===== src/design/sld_pkg.sv =====
// Shared types and constants for the sync/length/checksum deframer.
`default_nettype none
package sld_pkg;

    localparam int unsigned CFG_IDX_W = 2;
    localparam int unsigned CFG_DATA_W = 32;

    // Configuration register indexes
    localparam logic [CFG_IDX_W-1:0] CFG_START_PATTERN = 2'd0;
    localparam logic [CFG_IDX_W-1:0] CFG_LENGTH_LIMIT  = 2'd1;

    // Register reset values
    localparam logic [31:0] START_PATTERN_RST = 32'h1395_6563;
    localparam logic [15:0] LENGTH_LIMIT_RST  = 16'd16182;

    localparam int unsigned START_BYTES = 4;

    // Status event codes
    localparam logic [2:0] EV_HUNT     = 3'd0;
    localparam logic [2:0] EV_HDR_OK   = 3'd1;
    localparam logic [2:0] EV_PAYLOAD  = 3'd2;
    localparam logic [2:0] EV_GOOD     = 3'd3;
    localparam logic [2:0] EV_BAD      = 3'd4;
    localparam logic [2:0] EV_LEN_REJ  = 3'd5;

    typedef struct packed {
        logic [31:0] start_pattern;
        logic [15:0] length_limit;
    } cfg_t;

    typedef struct packed {
        logic [2:0]  event_res;
        logic [7:0]  data_byte;
        logic [15:0] frame_length;
        logic [15:0] payload_index;
    } result_t;

endpackage
`default_nettype wire


===== src/design/sld_cfg_regs.sv =====
// Configuration register file: start pattern and length limit.
`default_nettype none
module sld_cfg_regs (
    input  wire logic                          clk,
    input  wire logic                          rst_n,
    input  wire logic                          cfg_we,
    input  wire logic [sld_pkg::CFG_IDX_W-1:0]  cfg_index,
    input  wire logic [sld_pkg::CFG_DATA_W-1:0] cfg_data,
    output sld_pkg::cfg_t                      cfg
);

    logic [31:0] start_pattern_reg;
    logic [15:0] length_limit_reg;

    always_ff @(posedge clk or negedge rst_n)
    begin
        if (!rst_n)
        begin
            start_pattern_reg <= sld_pkg::START_PATTERN_RST;
            length_limit_reg  <= sld_pkg::LENGTH_LIMIT_RST;
        end
        else if (cfg_we)
        begin
            case (cfg_index)
                sld_pkg::CFG_START_PATTERN: start_pattern_reg <= cfg_data[31:0];
                sld_pkg::CFG_LENGTH_LIMIT:  length_limit_reg  <= cfg_data[15:0];
                default: ; // unmapped index: ignored
            endcase
        end
    end

    assign cfg.start_pattern = start_pattern_reg;
    assign cfg.length_limit  = length_limit_reg;

endmodule
`default_nettype wire


===== src/design/sld_core.sv =====
// Deframer state machine: hunt, length, payload/checksum; one byte per step.
`default_nettype none
module sld_core (
    input  wire logic       clk,
    input  wire logic       rst_n,
    input  wire logic       step,
    input  wire logic [7:0] rx_byte,
    input  wire sld_pkg::cfg_t cfg,
    output sld_pkg::result_t result
);

    localparam logic [1:0] PH_HUNT   = 2'd0;
    localparam logic [1:0] PH_LEN_LO = 2'd1;
    localparam logic [1:0] PH_LEN_HI = 2'd2;
    localparam logic [1:0] PH_DATA   = 2'd3;

    localparam logic [1:0] LAST_MATCH = 2'(sld_pkg::START_BYTES - 1);

    logic [1:0]  phase_reg, phase_next;
    logic [1:0]  match_count_reg, match_count_next;
    logic [15:0] declared_length_reg, declared_length_next;
    logic [15:0] byte_count_reg, byte_count_next;
    logic [7:0]  running_sum_reg, running_sum_next;
    logic [2:0]  ev;
    logic [7:0]  expect_byte;
    logic [15:0] len_full;

    always_comb
    begin
        case (match_count_reg)
            2'd0:    expect_byte = cfg.start_pattern[7:0];
            2'd1:    expect_byte = cfg.start_pattern[15:8];
            2'd2:    expect_byte = cfg.start_pattern[23:16];
            default: expect_byte = cfg.start_pattern[31:24];
        endcase
    end

    assign len_full = {rx_byte, declared_length_reg[7:0]};

    always_comb
    begin
        phase_next           = phase_reg;
        match_count_next     = match_count_reg;
        declared_length_next = declared_length_reg;
        byte_count_next      = byte_count_reg;
        running_sum_next     = running_sum_reg;
        ev                   = sld_pkg::EV_HUNT;
        case (phase_reg)
            PH_HUNT:
            begin
                // a mismatch just restarts the count; the byte is not retried
                if (rx_byte == expect_byte)
                begin
                    if (match_count_reg == LAST_MATCH)
                    begin
                        phase_next       = PH_LEN_LO;
                        match_count_next = 2'd0;
                    end
                    else
                    begin
                        match_count_next = match_count_reg + 2'd1;
                    end
                end
                else
                begin
                    match_count_next = 2'd0;
                end
            end
            PH_LEN_LO:
            begin
                declared_length_next = {8'd0, rx_byte};
                phase_next           = PH_LEN_HI;
            end
            PH_LEN_HI:
            begin
                declared_length_next = len_full;
                if (len_full >= cfg.length_limit)
                begin
                    phase_next = PH_HUNT;
                    ev         = sld_pkg::EV_LEN_REJ;
                end
                else
                begin
                    phase_next       = PH_DATA;
                    byte_count_next  = 16'd0;
                    running_sum_next = 8'd0;
                    ev               = sld_pkg::EV_HDR_OK;
                end
            end
            default:
            begin
                if (byte_count_reg == declared_length_reg)
                begin
                    ev = (running_sum_reg == rx_byte) ? sld_pkg::EV_GOOD : sld_pkg::EV_BAD;
                    phase_next = PH_HUNT;
                end
                else
                begin
                    running_sum_next = running_sum_reg + rx_byte;
                    byte_count_next  = byte_count_reg + 16'd1;
                    ev               = sld_pkg::EV_PAYLOAD;
                end
            end
        endcase
    end

    always_ff @(posedge clk or negedge rst_n)
    begin
        if (!rst_n)
        begin
            phase_reg           <= PH_HUNT;
            match_count_reg     <= 2'd0;
            declared_length_reg <= 16'd0;
            byte_count_reg      <= 16'd0;
            running_sum_reg     <= 8'd0;
        end
        else if (step)
        begin
            phase_reg           <= phase_next;
            match_count_reg     <= match_count_next;
            declared_length_reg <= declared_length_next;
            byte_count_reg      <= byte_count_next;
            running_sum_reg     <= running_sum_next;
        end
    end

    assign result.event_res     = ev;
    assign result.data_byte     = rx_byte;
    assign result.frame_length  = declared_length_next;
    assign result.payload_index = byte_count_next;

    // match count only runs while hunting
    a_match_only_hunt: assert property (@(posedge clk) disable iff (!rst_n)
        phase_reg != PH_HUNT |-> match_count_reg == 2'd0)
        else $error("match count nonzero outside hunt");

    // payload count never passes the declared length
    a_count_bound: assert property (@(posedge clk) disable iff (!rst_n)
        phase_reg == PH_DATA |-> byte_count_reg <= declared_length_reg)
        else $error("payload count past declared length");

    // accepted header opens a fresh payload
    a_hdr_clears: assert property (@(posedge clk) disable iff (!rst_n)
        step && ev == sld_pkg::EV_HDR_OK |=> phase_reg == PH_DATA && byte_count_reg == 16'd0
            && running_sum_reg == 8'd0)
        else $error("header accept did not start payload");

    // rejected length returns to hunting
    a_rej_hunt: assert property (@(posedge clk) disable iff (!rst_n)
        step && ev == sld_pkg::EV_LEN_REJ |=> phase_reg == PH_HUNT)
        else $error("length reject did not return to hunt");

    // checksum verdicts only come from the payload phase
    a_verdict_phase: assert property (@(posedge clk) disable iff (!rst_n)
        step && (ev == sld_pkg::EV_GOOD || ev == sld_pkg::EV_BAD) |-> phase_reg == PH_DATA)
        else $error("checksum verdict outside payload phase");

endmodule
`default_nettype wire


===== src/design/sync_length_checksum_deframer.sv =====
// Top level of the sync/length/checksum deframer: input register, core, result register.
`default_nettype none
// Byte-stream deframer. Each accepted rx_byte request yields exactly one
// status request: hunting, header accepted, payload byte, frame good,
// checksum bad or length rejected, with the byte echoed and the current
// declared length and payload count. Throughput is one byte per clock
// while out_stall is low; an accepted byte is held in the input register,
// passes the core's state update and is captured in the result register.
// The input side keeps accepting while a result waits on a stalled output,
// until both registers are full. Configuration (start pattern at index 0,
// length limit at index 1) is written through cfg_we/cfg_index/cfg_data;
// other indexes are ignored. Write it only while the block is idle.
module sync_length_checksum_deframer (
    input  wire logic                          clk,
    input  wire logic                          rst_n,
    // input channel
    input  wire logic                          in_valid,
    output logic                               in_stall,
    input  wire logic [7:0]                    rx_byte,
    // output channel
    output logic                               out_valid,
    input  wire logic                          out_stall,
    output logic [2:0]                         event_res,
    output logic [7:0]                         data_byte,
    output logic [15:0]                        frame_length,
    output logic [15:0]                        payload_index,
    // configuration write port
    input  wire logic                          cfg_we,
    input  wire logic [sld_pkg::CFG_IDX_W-1:0]  cfg_index,
    input  wire logic [sld_pkg::CFG_DATA_W-1:0] cfg_data
);

    sld_pkg::cfg_t    cfg;
    sld_pkg::result_t core_result;
    sld_pkg::result_t out_reg;

    logic       in_full_reg, in_full_next;
    logic [7:0] rx_reg;
    logic       out_valid_reg, out_valid_next;
    logic       advance;
    logic       in_take;

    sld_cfg_regs u_cfg (
        .clk       (clk),
        .rst_n     (rst_n),
        .cfg_we    (cfg_we),
        .cfg_index (cfg_index),
        .cfg_data  (cfg_data),
        .cfg       (cfg)
    );

    // the held byte moves to the result register when that slot frees up
    assign advance  = in_full_reg && (!out_valid_reg || !out_stall);
    assign in_stall = in_full_reg && !advance;
    assign in_take  = in_valid && !in_stall;

    assign in_full_next   = in_take || (in_full_reg && !advance);
    assign out_valid_next = advance || (out_valid_reg && out_stall);

    sld_core u_core (
        .clk     (clk),
        .rst_n   (rst_n),
        .step    (advance),
        .rx_byte (rx_reg),
        .cfg     (cfg),
        .result  (core_result)
    );

    always_ff @(posedge clk or negedge rst_n)
    begin
        if (!rst_n)
        begin
            in_full_reg   <= 1'b0;
            out_valid_reg <= 1'b0;
        end
        else
        begin
            in_full_reg   <= in_full_next;
            out_valid_reg <= out_valid_next;
        end
    end

    // payload registers: no reset
    always_ff @(posedge clk)
    begin
        if (in_take)
        begin
            rx_reg <= rx_byte;
        end
        if (advance)
        begin
            out_reg <= core_result;
        end
    end

    assign out_valid     = out_valid_reg;
    assign event_res     = out_reg.event_res;
    assign data_byte     = out_reg.data_byte;
    assign frame_length  = out_reg.frame_length;
    assign payload_index = out_reg.payload_index;

    // core only steps with a byte in hand
    a_step_has_byte: assert property (@(posedge clk) disable iff (!rst_n)
        advance |-> in_full_reg)
        else $error("core stepped without input byte");

    // a stalled result is never overwritten
    a_no_overwrite: assert property (@(posedge clk) disable iff (!rst_n)
        out_valid_reg && out_stall |-> !advance)
        else $error("result overwritten while stalled");

    // a result shows up in the cycle after the core steps
    a_step_to_out: assert property (@(posedge clk) disable iff (!rst_n)
        advance |=> out_valid_reg && out_reg.data_byte == $past(rx_reg))
        else $error("stepped byte missing from result register");

endmodule
`default_nettype wire

===== config.mk =====
export PLATFORM = sky130hd
export DESIGN_NAME = sync_length_checksum_deframer
export DESIGN_NICKNAME = d
export VERILOG_FILES = /design/src/design/sld_pkg.sv /design/src/design/sld_cfg_regs.sv /design/src/design/sld_core.sv /design/src/design/sync_length_checksum_deframer.sv
export SDC_FILE = /design/constraint.sdc
export NUM_CORES = 1
export LEC_CHECK = 0
export ABC_AREA = 1
export BUFFER_PORTS_ARGS = -buffer_cell sky130_fd_sc_hd__buf_4
export CAP_MARGIN = 20
export CORE_MARGIN = 1
export CORE_UTILIZATION = 64
export CTS_CLUSTER_SIZE = 20
export DETAILED_ROUTE_END_ITERATION = 16
export GPL_ROUTABILITY_DRIVEN = 1
export PLACE_DENSITY = 0.86
export SYNTH_ARGS = -nofsm -noshare
export SYNTH_HDL_FRONTEND = slang
export SYNTH_HIERARCHICAL = 1
export SYNTH_SLANG_ARGS = --single-unit

===== constraint.sdc =====
create_clock -name clk -period 11.6 [get_ports clk]
set_clock_uncertainty 0.05 [all_clocks]
set_input_delay 2.9 -clock clk [delete_from_list [all_inputs] [get_ports clk]]
set_output_delay 2.9 -clock clk [all_outputs]
set_load 0.02 [all_outputs]

==> impl_metrics.ini <==
[flow_run]
drv_cap = 0

[setup_path]
worstPathCellList = buf_4 > nand3_2 > inv_1 > buf_4
worstSetupStartpointType = primary input
cp_common_cell = buf_4
critPathArrivalTime_ps = 3300
cp-end-kind = output pin
critPathBufInv = 3
critPathRequiredTime_ps = 8650
worst_path_largest_cell_delay_ps = 140
crit_cells = 4
cp_top_family = buffers and inverters
crit_slowest_cell = buf_4
critPathMaxFanout = 3
r2r_cells = 8
critPathKind = primary input to output pin

[synthesis]
synth_top_cell_by_area = dfrtp_1
synth_most_common_cell = nand2_1
mappedNetlistNets = 1034
async_flop_share_pct = 64.8
ys.flop_type = dfrtp_1
synth_area_um2 = 8020
synth_common_cells = nand2_1, inv_1, nand3_1, dfrtp_1, edfxtp_1
synth_edf_count = 51
synth_area_leaders = dfrtp_1, edfxtp_1, nand2_1
syn-instance-count = 953
ys_types = 40
ys_seq_elements = 145
yosysSeqAreaShare_pct = 48.8
syn_avg_cell_area_um2 = 8.41
yosysWarningCount = 6
yosysTopAreaCellShare_pct = 21.5

[sta]
finalHoldViolations = 0
tightest_slew_ps = 995
final.period_utilization_pct = 53.9
max_freq_mhz = 160
setup_viol_count_final = 0
rsz0062_at_grt = no
drv_slew = 0
fin_crit_ps = 6250
maxSlewHeadroom_pct = 33.7
tns_ps = 0
hold_ws_ps = 414

[layout]
syn2layout_area_growth_pct = 15.7
seq_area_um2 = 3920
final.fill_count = 866
drive_gt1_share_pct = 19.0
fin_nets = 1099
largest_reg_flops = 32
design_area_um2 = 9280
diodes = 0
final-instance-count-excl-fill = 1199
multi_input_area_um2 = 3480

[grt]
grt_pass1_vias = 6398
grt_max_degree = 95
grt_antenna_before_repair = 0
grt_pass1_wl_um = 30800
globalRouteOverflowTotal = 0
grt_usage_pct = 31.0

[detailed_routing]
top_layer = met4
routedWlPerCell_um = 15.6
via_per_inst = 5.61
post-route-drc-count = 0
dr.first_iter.drc_count = 653
first_pass_iters = 8
finalWirelength_um = 18700
met3_length_um = 1310
wl_met2_um = 8990
drt-met1-wl_um = 7830
ant_nets = 0
vias = 6727

[power]
leakagePower_nw = 4.52
power_frac_seq_pct = 37.0
power_density_nw_per_um2 = 212
total_power_mw = 1.96
switching_share_pct = 36.2
p_clk_share_pct = 30.0
power.switching_mw = 0.711
comb_power_share_pct = 33.1
intPower_mw = 1.25
ir_worst_vdd_mv = 0.146

[cts]
clockBufferDepth = 2
hold_buffers = 0
cts_setup_buffers = 0
htreeDepth = 4
clock_sinks = 145
root_buffer = clkbuf_16
cts_buffers = 17
path_clk_slew_ps = 60
insertion_delay_ps = 430
cts_tree = yes
cts_resized = 0

[die]
core_um2 = 12100
die_w_um = 114
floorplan.die_area_um2 = 13000
std_cell_rows = 40
die_y_um = 114
start_util_pct = 66.2
ios = 92

[hold_path]
min_path_cells = 2
hold_path.class = flip-flop to flip-flop

[placed_design]
place_area_um2 = 8620
dp_cells = 1166
portBuffers = 91
place_congestion = 0.876
place_hpwl_um = 12400

[run_status]
status = finished, final reports clean
final cells by class:
class                   instances  share of cell area [%]
well taps                     168                    2.27
clock buffers                  25                    5.69
repair buffers                 94                    7.69
multi-input cells             676                    37.5
clock inverters                 7                    1.25
inverters                      84                    3.40
flip-flops and latches        145                    42.2
tightest hold or removal path: stages (launching register included):
cell and delay, ps:
dfstp_2 370, nand2_1 50, nand2_1 40
routing by layer:
layer | up-vias | global-route usage, %
met1 | 3177 | 39.2
met5 | - | 0
met3 | 52 | 8.40
met2 | 295 | 50.6
li1 | 3203 | -
met4 | 0 | 12.9
logic make-up (layout without fill, tap and decap cells):
family          count (synthesis)  in the layout  synth area share (%)
flops                         145            145                  48.8
fa+ha+maj                      34             34                  5.40
simple gates                  530            530                  28.4
buf+inv                       132            210                  7.93
compound gates                 81             81                  6.04
xor+xnor                       31             31                  3.39
power by group through the flow:
stage,clock (mW),combinational [mW],sequential (mW)
after detailed placement,0,0.627,0.731
final,0.588,0.649,0.725
after CTS,0.590,0.636,0.724
after global placement,0,0.604,0.728
after floorplan,0,0.470,0.742
after global routing,0.618,0.723,0.735
stage by stage:
step,util [%],setup slack [ps]
6_report,76.6,5350
5_1_grt,76.6,5330
4_1_cts,76.5,5350
3_5_place_dp,71.1,5350
3_3_place_gp,71.1,5350
2_1_floorplan,-,5200
worst paths after layout:
kind                                                   startpoint                                          to  slack [ps]
min reg2reg                u_cfg/start_pattern_reg[1]$_DFFE_PN1P_      u_cfg/start_pattern_reg[1]$_DFFE_PN1P_         410
min                        u_cfg/start_pattern_reg[1]$_DFFE_PN1P_      u_cfg/start_pattern_reg[1]$_DFFE_PN1P_         410
max                                                     out_stall                                    in_stall        5350
max reg2reg                                   out_valid$_DFF_PN0_       u_core/running_sum_reg[6]$_DFFE_PN0P_        8300
min in group asynchronous                                   rst_n  u_core/declared_length_reg[10]$_DFFE_PN0P_        2370
max in group asynchronous                                   rst_n       u_core/running_sum_reg[4]$_DFFE_PN0P_        7990
cells in the final DEF (no fill, tap or decap), types with 22 or more instances in the layout:
cell type	synthesis	routed
xor2_1	24	24
dfrtp_1	69	69
ha_1	33	33
dfstp_2	25	25
nor2_1	42	42
buf_4	15	93
edfxtp_1	51	51
inv_1	81	81
nand2_1	356	356
nand3_1	70	70
nand4_1	22	22
No activity file was read; power rests on OpenSTA's default activity.
